==> config.mk <==
export PLATFORM = sky130hd
export DESIGN_NAME = periodic_slot_scheduler_flat
export DESIGN_NICKNAME = d
export VERILOG_FILES = /design/src/design/pss_pkg.sv /design/src/design/pss_ifs.sv /design/src/design/periodic_slot_scheduler.sv /design/src/design/pss_div.sv /design/src/design/pss_datapath.sv /design/src/design/pss_ctrl.sv /design/src/flat_wrapper.sv
export SDC_FILE = /design/constraint.sdc
export NUM_CORES = 2
export LEC_CHECK = 0
export BUFFER_PORTS_ARGS = -buffer_cell sky130_fd_sc_hd__buf_2
export CORE_UTILIZATION = 40
export CTS_CLUSTER_DIAMETER = 60
export DETAILED_ROUTE_END_ITERATION = 8
export PLACE_DENSITY = 0.65
export SETUP_SLACK_MARGIN = 0.4
export SYNTH_ARGS = -nofsm -noshare
export SYNTH_HDL_FRONTEND = slang
export SYNTH_SLANG_ARGS = --single-unit
==> constraint.sdc <==
create_clock -name clk -period 5.7 [get_ports clk]
set_clock_uncertainty 0.05 [all_clocks]
set_input_delay 0.285 -clock clk [delete_from_list [all_inputs] [get_ports clk]]
set_output_delay 0.285 -clock clk [all_outputs]
set_load 0.1 [all_outputs]
==> src/design/pss_pkg.sv <==
// Shared types and constants for the periodic slot scheduler.
// Used by the channel interfaces and by every scheduler module; depends on nothing.
package pss_pkg;

  // Table size and result limits.
  localparam int SLOTS       = 32;
  localparam int IDX_W       = (SLOTS > 1) ? $clog2(SLOTS) : 1;
  localparam int MAX_RESULTS = 32;
  localparam int CNT_W       = $clog2(MAX_RESULTS + 1);

  // Field widths of the request and result channels.
  localparam int NOW_W     = 32;
  localparam int RATE_W    = 10;
  localparam int KIND_W    = 2;
  localparam int OUT_IDX_W = 5;

  // Period arithmetic: period = RATE_NUMERATOR / rate, which fits in PER_W bits.
  localparam int PER_W          = 10;
  localparam int RATE_NUMERATOR = 1000;
  localparam int STEP_W         = $clog2(PER_W + 1);

  // Request opcodes.
  localparam logic OP_TICK = 1'b0;
  localparam logic OP_ADD  = 1'b1;

  // Result kinds.
  localparam logic [KIND_W-1:0] KIND_ADD   = 2'd0;
  localparam logic [KIND_W-1:0] KIND_FIRED = 2'd1;
  localparam logic [KIND_W-1:0] KIND_IDLE  = 2'd2;

  // Controller states.
  typedef enum logic [2:0] {
    S_IDLE,
    S_ADD_SCAN,
    S_ADD_DIV,
    S_ADD_REPLY,
    S_ADD_FULL,
    S_TICK_RD,
    S_TICK_CHK,
    S_TICK_END
  } pss_state_t;

  // Selects what the output register is loaded with.
  typedef enum logic [1:0] {
    EMIT_ADD_OK,
    EMIT_ADD_FULL,
    EMIT_PEND,
    EMIT_IDLE
  } pss_emit_t;

  // Commands from the controller to the datapath.
  typedef struct packed {
    logic      load;
    logic      idx_clr;
    logic      idx_inc;
    logic      div_start;
    logic      mem_rd;
    logic      add_wr;
    logic      fire_wr;
    logic      pend_clr;
    logic      pend_cap;
    logic      emit;
    pss_emit_t emit_sel;
    logic      emit_last;
  } pss_cmd_t;

  // Status from the datapath to the controller.
  typedef struct packed {
    logic idx_last;
    logic slot_act;
    logic slot_hit;
    logic div_done;
    logic out_free;
    logic pend_valid;
    logic cap_ok;
  } pss_sts_t;

endpackage

==> src/design/pss_ifs.sv <==
// Valid/ready channel interfaces for scheduler requests and results.
// Depends on pss_pkg for the field widths.
interface pss_in_if import pss_pkg::*; ();
  logic              valid;
  logic              ready;
  logic              opcode;
  logic [NOW_W-1:0]  now_ms;
  logic [RATE_W-1:0] rate_per_second;

  modport source (output valid, output opcode, output now_ms, output rate_per_second,
                  input ready);
  modport sink   (input valid, input opcode, input now_ms, input rate_per_second,
                  output ready);
endinterface

interface pss_out_if import pss_pkg::*; ();
  logic                 valid;
  logic                 ready;
  logic [KIND_W-1:0]    kind;
  logic [OUT_IDX_W-1:0] slot_index;
  logic                 table_full;
  logic                 last;

  modport source (output valid, output kind, output slot_index, output table_full,
                  output last, input ready);
  modport sink   (input valid, input kind, input slot_index, input table_full,
                  input last, output ready);
endinterface

==> src/design/periodic_slot_scheduler.sv <==
// Periodic slot scheduler: one request at a time over a table of SLOTS slots, with a
// registered result output. An add request scans the active bits one slot a cycle for
// the lowest free slot while a bit-serial divider forms the period (1000 / rate).
// A tick request walks every slot through the registered read of the due time memory,
// stalling on a firing slot while the result sink holds the output register.
// Every firing slot gives a result marked last only on the final one; a tick with no
// firing gives one nothing-fired result. A new request is taken once the previous one
// has placed its final result in the output register.
// Depends on pss_pkg, pss_ifs, pss_div, pss_datapath and pss_ctrl.
module periodic_slot_scheduler import pss_pkg::*; (
  input  logic    clk,
  input  logic    rst_n,
  pss_in_if.sink  in_req,
  pss_out_if.source out_rsp
);

  pss_cmd_t cmd;
  pss_sts_t sts;
  logic     req_ready;

  // Controller.
  pss_ctrl u_ctrl (
    .clk          (clk),
    .rst_n        (rst_n),
    .req_valid_i  (in_req.valid),
    .req_opcode_i (in_req.opcode),
    .req_ready_o  (req_ready),
    .sts_i        (sts),
    .cmd_o        (cmd)
  );

  // Datapath with slot table and output register.
  pss_datapath u_dp (
    .clk              (clk),
    .rst_n            (rst_n),
    .cmd_i            (cmd),
    .sts_o            (sts),
    .req_now_ms_i     (in_req.now_ms),
    .req_rate_i       (in_req.rate_per_second),
    .rsp_valid_o      (out_rsp.valid),
    .rsp_ready_i      (out_rsp.ready),
    .rsp_kind_o       (out_rsp.kind),
    .rsp_slot_index_o (out_rsp.slot_index),
    .rsp_table_full_o (out_rsp.table_full),
    .rsp_last_o       (out_rsp.last)
  );

  assign in_req.ready = req_ready;

endmodule

==> src/design/pss_div.sv <==
// Iterative restoring divider that computes RATE_NUMERATOR / rate, one quotient bit a cycle.
// Depends on pss_pkg.
module pss_div import pss_pkg::*; (
  input  logic              clk,
  input  logic              rst_n,
  input  logic              start_i,
  input  logic [RATE_W-1:0] divisor_i,
  output logic              done_o,
  output logic [PER_W-1:0]  quot_o
);

  logic              busy_r;
  logic              done_r;
  logic [STEP_W-1:0] step_r;
  logic [PER_W-1:0]  quo_r;
  logic [PER_W-1:0]  rem_r;
  logic [RATE_W-1:0] dvs_r;
  logic [PER_W:0]    trial;
  logic [PER_W:0]    diff;
  logic              ge;

  // One restoring step: shift in the next dividend bit and try to subtract.
  assign trial = {rem_r, quo_r[PER_W-1]};
  assign ge    = trial >= (PER_W + 1)'(dvs_r);
  assign diff  = trial - (PER_W + 1)'(dvs_r);

  // Control: busy for PER_W steps after a start, then done until the next start.
  always_ff @(posedge clk) begin
    if (!rst_n) begin
      busy_r <= 1'b0;
      done_r <= 1'b0;
      step_r <= '0;
    end else if (start_i) begin
      busy_r <= 1'b1;
      done_r <= 1'b0;
      step_r <= STEP_W'(PER_W);
    end else if (busy_r) begin
      step_r <= step_r - 1'b1;
      if (step_r == STEP_W'(1)) begin
        busy_r <= 1'b0;
        done_r <= 1'b1;
      end
    end
  end

  // Datapath: the quotient register starts with the dividend and fills with quotient bits.
  // A zero rate is treated as a rate of one.
  always_ff @(posedge clk) begin
    if (start_i) begin
      quo_r <= PER_W'(RATE_NUMERATOR);
      rem_r <= '0;
      dvs_r <= (divisor_i == '0) ? RATE_W'(1) : divisor_i;
    end else if (busy_r) begin
      quo_r <= {quo_r[PER_W-2:0], ge};
      rem_r <= ge ? diff[PER_W-1:0] : trial[PER_W-1:0];
    end
  end

  assign done_o = done_r;
  assign quot_o = quo_r;

endmodule

==> src/design/pss_datapath.sv <==
// Slot table, walk index, pending fired result and output register of the scheduler.
// Depends on pss_pkg and instantiates pss_div.
module pss_datapath import pss_pkg::*; (
  input  logic                 clk,
  input  logic                 rst_n,
  input  pss_cmd_t             cmd_i,
  output pss_sts_t             sts_o,
  input  logic [NOW_W-1:0]     req_now_ms_i,
  input  logic [RATE_W-1:0]    req_rate_i,
  output logic                 rsp_valid_o,
  input  logic                 rsp_ready_i,
  output logic [KIND_W-1:0]    rsp_kind_o,
  output logic [OUT_IDX_W-1:0] rsp_slot_index_o,
  output logic                 rsp_table_full_o,
  output logic                 rsp_last_o
);

  logic [NOW_W-1:0]     now_r;
  logic [IDX_W-1:0]     idx_r;
  logic [SLOTS-1:0]     active_r;
  logic [NOW_W-1:0]     due_mem [SLOTS];
  logic [PER_W-1:0]     per_mem [SLOTS];
  logic [NOW_W-1:0]     due_q_r;
  logic [PER_W-1:0]     per_q_r;
  logic                 pend_valid_r;
  logic [IDX_W-1:0]     pend_idx_r;
  logic [CNT_W-1:0]     cnt_r;
  logic                 out_valid_r;
  logic [KIND_W-1:0]    out_kind_r;
  logic [OUT_IDX_W-1:0] out_idx_r;
  logic                 out_full_r;
  logic                 out_last_r;
  logic                 div_done;
  logic [PER_W-1:0]     div_quot;
  logic                 out_free;
  logic                 due_we;
  logic [NOW_W-1:0]     due_wdata;

  // Period divider, started together with the add request.
  pss_div u_div (
    .clk       (clk),
    .rst_n     (rst_n),
    .start_i   (cmd_i.div_start),
    .divisor_i (req_rate_i),
    .done_o    (div_done),
    .quot_o    (div_quot)
  );

  // Request capture.
  always_ff @(posedge clk) begin
    if (cmd_i.load) begin
      now_r <= req_now_ms_i;
    end
  end

  // Walk index over the slots.
  always_ff @(posedge clk) begin
    if (!rst_n) begin
      idx_r <= '0;
    end else if (cmd_i.idx_clr) begin
      idx_r <= '0;
    end else if (cmd_i.idx_inc) begin
      idx_r <= idx_r + 1'b1;
    end
  end

  // Active bits: a slot becomes active when an add claims it and stays active.
  always_ff @(posedge clk) begin
    if (!rst_n) begin
      active_r <= '0;
    end else if (cmd_i.add_wr) begin
      active_r[idx_r] <= 1'b1;
    end
  end

  // Due time memory: written on add (now) or on firing (now plus period).
  assign due_we    = cmd_i.add_wr || cmd_i.fire_wr;
  assign due_wdata = cmd_i.add_wr ? now_r : now_r + NOW_W'(per_q_r);

  always_ff @(posedge clk) begin
    if (due_we) begin
      due_mem[idx_r] <= due_wdata;
    end
    if (cmd_i.add_wr) begin
      per_mem[idx_r] <= div_quot;
    end
  end

  // Registered read of the slot under the walk index.
  always_ff @(posedge clk) begin
    if (cmd_i.mem_rd) begin
      due_q_r <= due_mem[idx_r];
      per_q_r <= per_mem[idx_r];
    end
  end

  // Pending fired result and count of results taken this tick.
  always_ff @(posedge clk) begin
    if (!rst_n) begin
      pend_valid_r <= 1'b0;
      cnt_r        <= '0;
    end else if (cmd_i.pend_clr) begin
      pend_valid_r <= 1'b0;
      cnt_r        <= '0;
    end else if (cmd_i.pend_cap) begin
      pend_valid_r <= 1'b1;
      cnt_r        <= cnt_r + 1'b1;
    end
  end

  always_ff @(posedge clk) begin
    if (cmd_i.pend_cap) begin
      pend_idx_r <= idx_r;
    end
  end

  // Output register: loaded on emit, released when the sink takes the result.
  assign out_free = !out_valid_r || rsp_ready_i;

  always_ff @(posedge clk) begin
    if (!rst_n) begin
      out_valid_r <= 1'b0;
    end else if (cmd_i.emit) begin
      out_valid_r <= 1'b1;
    end else if (rsp_ready_i) begin
      out_valid_r <= 1'b0;
    end
  end

  always_ff @(posedge clk) begin
    if (cmd_i.emit) begin
      case (cmd_i.emit_sel)
        EMIT_ADD_OK: begin
          out_kind_r <= KIND_ADD;
          out_idx_r  <= OUT_IDX_W'(idx_r);
          out_full_r <= 1'b0;
        end
        EMIT_ADD_FULL: begin
          out_kind_r <= KIND_ADD;
          out_idx_r  <= '0;
          out_full_r <= 1'b1;
        end
        EMIT_PEND: begin
          out_kind_r <= KIND_FIRED;
          out_idx_r  <= OUT_IDX_W'(pend_idx_r);
          out_full_r <= 1'b0;
        end
        default: begin
          out_kind_r <= KIND_IDLE;
          out_idx_r  <= '0;
          out_full_r <= 1'b0;
        end
      endcase
      out_last_r <= cmd_i.emit_last;
    end
  end

  // Status toward the controller.
  always_comb begin
    sts_o.idx_last   = (idx_r == IDX_W'(SLOTS - 1));
    sts_o.slot_act   = active_r[idx_r];
    sts_o.slot_hit   = active_r[idx_r] && (now_r >= due_q_r);
    sts_o.div_done   = div_done;
    sts_o.out_free   = out_free;
    sts_o.pend_valid = pend_valid_r;
    sts_o.cap_ok     = (cnt_r < CNT_W'(MAX_RESULTS));
  end

  assign rsp_valid_o      = out_valid_r;
  assign rsp_kind_o       = out_kind_r;
  assign rsp_slot_index_o = out_idx_r;
  assign rsp_table_full_o = out_full_r;
  assign rsp_last_o       = out_last_r;

`ifndef SYNTHESIS
  // A result is only loaded when the output register can take it.
  a_emit_free: assert property (@(posedge clk) disable iff (!rst_n)
    cmd_i.emit |-> out_free)
    else $error("result loaded while output register is occupied");

  // An add never overwrites a slot that is already active.
  a_add_free_slot: assert property (@(posedge clk) disable iff (!rst_n)
    cmd_i.add_wr |-> !active_r[idx_r])
    else $error("add claimed an active slot");

  // The period is only stored once the divider has finished.
  a_add_div_done: assert property (@(posedge clk) disable iff (!rst_n)
    cmd_i.add_wr |-> div_done)
    else $error("period stored before division finished");

  // The per-tick result count never passes the limit.
  a_cnt_limit: assert property (@(posedge clk) disable iff (!rst_n)
    cmd_i.pend_cap |-> (cnt_r < CNT_W'(MAX_RESULTS)))
    else $error("fired result captured past the result limit");
`endif

endmodule

==> src/design/pss_ctrl.sv <==
// Controller state machine that sequences add and tick requests over the slot table.
// Depends on pss_pkg; drives the datapath through pss_cmd_t and reads pss_sts_t.
module pss_ctrl import pss_pkg::*; (
  input  logic     clk,
  input  logic     rst_n,
  input  logic     req_valid_i,
  input  logic     req_opcode_i,
  output logic     req_ready_o,
  input  pss_sts_t sts_i,
  output pss_cmd_t cmd_o
);

  pss_state_t state_r;
  pss_state_t state_nxt;

  // State register.
  always_ff @(posedge clk) begin
    if (!rst_n) begin
      state_r <= S_IDLE;
    end else begin
      state_r <= state_nxt;
    end
  end

  // Next state and commands.
  always_comb begin
    state_nxt       = state_r;
    cmd_o           = '0;
    cmd_o.emit_sel  = EMIT_IDLE;
    req_ready_o     = 1'b0;

    case (state_r)
      S_IDLE: begin
        req_ready_o = 1'b1;
        if (req_valid_i) begin
          cmd_o.load    = 1'b1;
          cmd_o.idx_clr = 1'b1;
          if (req_opcode_i == OP_ADD) begin
            cmd_o.div_start = 1'b1;
            state_nxt       = S_ADD_SCAN;
          end else begin
            cmd_o.pend_clr = 1'b1;
            state_nxt      = S_TICK_RD;
          end
        end
      end

      // Look for the lowest inactive slot while the divider runs.
      S_ADD_SCAN: begin
        if (!sts_i.slot_act) begin
          state_nxt = S_ADD_DIV;
        end else if (sts_i.idx_last) begin
          state_nxt = S_ADD_FULL;
        end else begin
          cmd_o.idx_inc = 1'b1;
        end
      end

      S_ADD_DIV: begin
        if (sts_i.div_done) begin
          cmd_o.add_wr = 1'b1;
          state_nxt    = S_ADD_REPLY;
        end
      end

      S_ADD_REPLY: begin
        if (sts_i.out_free) begin
          cmd_o.emit      = 1'b1;
          cmd_o.emit_sel  = EMIT_ADD_OK;
          cmd_o.emit_last = 1'b1;
          state_nxt       = S_IDLE;
        end
      end

      S_ADD_FULL: begin
        if (sts_i.out_free) begin
          cmd_o.emit      = 1'b1;
          cmd_o.emit_sel  = EMIT_ADD_FULL;
          cmd_o.emit_last = 1'b1;
          state_nxt       = S_IDLE;
        end
      end

      S_TICK_RD: begin
        cmd_o.mem_rd = 1'b1;
        state_nxt    = S_TICK_CHK;
      end

      // A firing slot is rescheduled and held as the pending result; the
      // previous pending result goes out first, which needs a free output.
      S_TICK_CHK: begin
        if (!(sts_i.slot_hit && sts_i.cap_ok && sts_i.pend_valid && !sts_i.out_free)) begin
          if (sts_i.slot_hit) begin
            cmd_o.fire_wr = 1'b1;
            if (sts_i.cap_ok) begin
              cmd_o.pend_cap = 1'b1;
              if (sts_i.pend_valid) begin
                cmd_o.emit     = 1'b1;
                cmd_o.emit_sel = EMIT_PEND;
              end
            end
          end
          if (sts_i.idx_last) begin
            state_nxt = S_TICK_END;
          end else begin
            cmd_o.idx_inc = 1'b1;
            state_nxt     = S_TICK_RD;
          end
        end
      end

      // Close the tick with the last fired result or a nothing-fired result.
      S_TICK_END: begin
        if (sts_i.out_free) begin
          cmd_o.emit      = 1'b1;
          cmd_o.emit_sel  = sts_i.pend_valid ? EMIT_PEND : EMIT_IDLE;
          cmd_o.emit_last = 1'b1;
          cmd_o.pend_clr  = 1'b1;
          state_nxt       = S_IDLE;
        end
      end

      default: begin
        state_nxt = S_IDLE;
      end
    endcase
  end

endmodule

==> src/flat_wrapper.sv <==
// flat-port wrapper written by rule: the top's interface ports become plain ports
module periodic_slot_scheduler_flat import pss_pkg::*;
  (clk, rst_n, in_req_valid, in_req_opcode, in_req_now_ms, in_req_rate_per_second, in_req_ready, out_rsp_valid, out_rsp_kind, out_rsp_slot_index, out_rsp_table_full, out_rsp_last, out_rsp_ready);
  pss_in_if in_req_i ();
  pss_out_if out_rsp_i ();
  input  logic clk;
  input  logic rst_n;
  input wire logic [$bits(in_req_i.valid)-1:0] in_req_valid;
  input wire logic [$bits(in_req_i.opcode)-1:0] in_req_opcode;
  input wire logic [$bits(in_req_i.now_ms)-1:0] in_req_now_ms;
  input wire logic [$bits(in_req_i.rate_per_second)-1:0] in_req_rate_per_second;
  output wire logic [$bits(in_req_i.ready)-1:0] in_req_ready;
  output wire logic [$bits(out_rsp_i.valid)-1:0] out_rsp_valid;
  output wire logic [$bits(out_rsp_i.kind)-1:0] out_rsp_kind;
  output wire logic [$bits(out_rsp_i.slot_index)-1:0] out_rsp_slot_index;
  output wire logic [$bits(out_rsp_i.table_full)-1:0] out_rsp_table_full;
  output wire logic [$bits(out_rsp_i.last)-1:0] out_rsp_last;
  input wire logic [$bits(out_rsp_i.ready)-1:0] out_rsp_ready;
  assign in_req_i.valid = in_req_valid;
  assign in_req_i.opcode = in_req_opcode;
  assign in_req_i.now_ms = in_req_now_ms;
  assign in_req_i.rate_per_second = in_req_rate_per_second;
  assign in_req_ready = in_req_i.ready;
  assign out_rsp_valid = out_rsp_i.valid;
  assign out_rsp_kind = out_rsp_i.kind;
  assign out_rsp_slot_index = out_rsp_i.slot_index;
  assign out_rsp_table_full = out_rsp_i.table_full;
  assign out_rsp_last = out_rsp_i.last;
  assign out_rsp_i.ready = out_rsp_ready;
  periodic_slot_scheduler u_core (.clk(clk), .rst_n(rst_n), .in_req(in_req_i), .out_rsp(out_rsp_i));
endmodule
==> impl_metrics.env <==
export IMPL_status="finished clean"
export IMPL_path_class="reg -> reg"
export IMPL_io_pins=58
export IMPL_min_period_over_period_pct=79.56
export IMPL_yosysUniqueCellTypes=66
export IMPL_vias=29630
export IMPL_slew_viol_final=0
export IMPL_place_hpwl_um=82070
export IMPL_required_ps=6020
export IMPL_yosysSeqAreaShare_pct=75.86
export IMPL_setup_violations=0
export IMPL_final_area_um2=67840
export IMPL_viasPerCell=5.691
export IMPL_fmax_ghz=0.2205
export IMPL_hp_class="in -> reg"
export IMPL_cpMostUsedCell="buf_4"
export IMPL_crit_slowest_cell="buf_4"
export IMPL_syn_nets=3048
export IMPL_path_delay_family="compound AO/OA/AOI/OAI gates"
export IMPL_endpoint="u_core.u_dp.due_mem[5][24]"
export IMPL_cp_startpoint="u_core.u_dp.now_r[25]"
export IMPL_htreeDepth=4
export IMPL_ctsResizeCount=0
export IMPL_cts_hold_buf=46
export IMPL_ys_ff_latch=1516
export IMPL_antenna_cells=0
export IMPL_grt_usage_pct=18.78
export IMPL_wl_met2_um=67670
export IMPL_min_period_ps=4535
export IMPL_crit_chain="ha_1, nand4_1, nor4_1, o21ai_0, a31o_2, a211oi_2, a21oi_4, buf_4, nor3b_2, buf_4"
export IMPL_r2r_end="u_core.u_dp.due_mem[5][24]"
export IMPL_cts_root_buffer="clkbuf_16"
export IMPL_critPathBufInv=2
export IMPL_hold_violations=0
export IMPL_final_core_util_pct=46.44
export IMPL_std_cell_rows=140
export IMPL_drtAntennaViolNets=0
export IMPL_highest_layer="met5"
export IMPL_wl_per_cell_um=26.71
export IMPL_clkLatencyLatePin_ps=800
export IMPL_drt_total_wl_um=139100
export IMPL_setup_worst_path_start_class="flip-flop"
export IMPL_syn_inst=2939
export IMPL_tightest_slew_ps=1292
export IMPL_synthFlopType="edfxtp_1"
export IMPL_drive_above_1_share_pct=24.53
export IMPL_synth_avg_cell_area_um2=20.09
export IMPL_clk_pin_slew_ps=60
export IMPL_numCtsBuffers=155
export IMPL_r2r_slack_ps=1170
export IMPL_worst_ep_arrival_time_ps=4850
export IMPL_core_area_um2=146100
export IMPL_synthArstFlopShare_pct=0
export IMPL_antenna_found_initial=17
export IMPL_drtPass1Iterations=5
export IMPL_clockBufferDepth=3
export IMPL_grt_pass1_wl_um=202300
export IMPL_grt_start_max_net_pins=100
export IMPL_dieArea_um2=149100
export IMPL_drtIter0Drc=3275
export IMPL_first_global_vias=29570
export IMPL_synthToLayoutAreaGrowth_pct=14.92
export IMPL_floorplan_die_width_um=386.2
export IMPL_place_congestion=0.8025
export IMPL_power_density_nw_per_um2=368.2
export IMPL_relSlewSlack_pct=13.76
export IMPL_numClockSinks=1516
export IMPL_place_area_um2=62420
export IMPL_die_h_um=386.2
export IMPL_m1WireLength_um=58020
export IMPL_cts_setup_buffers=0
export IMPL_wl_met3_um=9967
export IMPL_fin_nets=3280
export IMPL_layout_commonest_cell="edfxtp_1"
export IMPL_mostFrequentLayoutCells="edfxtp_1, mux4_2, a22oi_1, clkbuf_16, nor2_1"
export IMPL_end_kind="flip-flop"
export IMPL_route_detailed_drc=0
export IMPL_critPathMaxFanout=32
export IMPL_start_util_pct=40.41
export IMPL_setup_tns_final_ps=0
export IMPL_gr_total_overflow=0
export IMPL_syn_cell_area_um2=59030
export IMPL_reg2reg_depth=10
export IMPL_max_cap_violations=0
export IMPL_rsz0062_at_grt="no"
export IMPL_synth_edf_count=1442
export IMPL_p_leak_nw=21.10
export IMPL_power_total_mw=24.98
export IMPL_io_buffers=57
export IMPL_cts_tree="done"
export IMPL_r2r_start="u_core.u_dp.now_r[25]"
export IMPL_peakVddDrop_mv=0.2923
export IMPL_cp_slowest_stage_delay_ps=560
export IMPL_cp_depth=10
export IMPL_yosys_warnings=0
==> sequential cells by signal, indices dropped and copies added (netlist names), 6 cells and up <==
name,cells
u_core.u_dp.due_mem,1024
u_core.u_dp.per_mem,320
u_core.u_dp.active_r,32
u_core.u_dp.due_q_r,32
u_core.u_dp.now_r,32
u_core.u_dp.per_q_r,10
u_core.u_dp.u_div.dvs_r,10
u_core.u_dp.u_div.quot_o,10
u_core.u_dp.u_div.rem_r,10
u_core.u_dp.cnt_r,6
==> area by class of cell <==
| cell class | instances | area (um2) |
|---|---|---|
| fillers | 12080 | 78250 |
| flip-flops and latches | 1516 | 44790 |
| multi-input cells | 1196 | 13670 |
| clock buffers | 194 | 4055 |
| well taps | 1917 | 2399 |
| repair buffers | 234 | 1767 |
| clock inverters | 82 | 908.4 |
| inverters | 68 | 255.2 |
==> how the worst min path moves through the flow <==
stage / from / end / slack (ps) / depth (start not counted)
after CTS: in_req_rate_per_second[5] / u_core.u_dp.u_div.dvs_r[5] / 110 / 2
after global routing: in_req_rate_per_second[9] / u_core.u_dp.u_div.dvs_r[9] / 150 / 2
after detailed placement: u_core.u_dp.cnt_r[4] / u_core.u_dp.cnt_r[4] / 400 / 2
after global placement: u_core.u_dp.active_r[5] / u_core.u_dp.active_r[5] / 390 / 2
final: in_req_rate_per_second[9] / u_core.u_dp.u_div.dvs_r[9] / 170 / 2
after floorplan: in_req_now_ms[0] / u_core.u_dp.now_r[0] / 330 / 0
==> cell families (layout without fill, tap and decap cells) <==
| family | count (synthesis) | after routing | synth area share [%] |
|---|---|---|---|
| buf+inv | 227 | 578 | 1.509 |
| simple gates | 387 | 387 | 3.343 |
| fa+ha+maj | 62 | 62 | 1.340 |
| flops | 1516 | 1516 | 75.86 |
| compound gates | 341 | 341 | 3.974 |
| xor+xnor | 38 | 38 | 0.5638 |
| mux | 368 | 368 | 13.41 |
==> worst reg2reg max path: stages (launching register included) <==
cell and delay (ps):
edfxtp_1 510, ha_1 360, nand4_1 160, nor4_1 520, o21ai_0 440, a31o_2 380, a211oi_2 470, a21oi_4 80
buf_4 310, nor3b_2 270, buf_4 560
==> routing by layer <==
layer / global-route usage (%) / vias to the layer above
li1: - / 12620
met4: 5.505 / 10
met2: 30.31 / 1152
met5: 0 / -
met3: 3.621 / 214
met1: 25.95 / 15640
==> where the power goes <==
part | internal (mW) | total (mW) | leakage, nW | switching [mW]
clock | 5.56 | 9.83 | 2.40 | 4.27
combinational | 0.575 | 1.94 | 5.05 | 1.36
sequential | 13.0 | 13.2 | 13.7 | 0.210
==> cells in the mapped netlist, drive strengths merged (4+ instances only) <==
| library cell | number | area, um2 |
|---|---|---|
| dfxtp | 74 | 1481 |
| a22o | 5 | 43.79 |
| buf | 63 | 275.3 |
| o21ai | 40 | 200.2 |
| mux4 | 338 | 7612 |
| inv | 67 | 251.5 |
| mux2i | 28 | 280.3 |
| nor4 | 4 | 25.02 |
| a21o | 8 | 60.06 |
| and2 | 4 | 25.02 |
| ha | 60 | 750.7 |
| nor3 | 26 | 130.1 |
| nor2b | 7 | 43.79 |
| and4 | 5 | 43.79 |
| a211oi | 5 | 42.54 |
| nor3b | 37 | 277.8 |
| xnor2 | 12 | 105.1 |
| nand4 | 50 | 312.8 |
| nand3b | 5 | 37.54 |
| and3 | 8 | 50.05 |
| or3 | 8 | 50.05 |
| xor2 | 26 | 227.7 |
| nor2 | 139 | 521.8 |
| a22oi | 170 | 1276 |
| nand2 | 55 | 206.5 |
| a31oi | 5 | 31.28 |
| o31ai | 4 | 30.03 |
| a21oi | 61 | 305.3 |
| o21a | 5 | 37.54 |
| nand3 | 21 | 105.1 |
| nand4b | 4 | 35.03 |
| edfxtp | 1442 | 43300 |
| o22ai | 5 | 31.28 |
| o211ai | 7 | 52.55 |
| clkbuf | 96 | 360.4 |
==> through the flow <==
stage	cells	setup slack, ps	hold WS [ps]
after floorplan	2939	558.7	333.9
after global placement	4885	1286	395.0
after detailed placement	4885	1219	404.1
after CTS	5207	1180	112.1
after global routing	5207	1100	147.8
final	5207	1165	174.1
(Power assumes the default switching activity.)
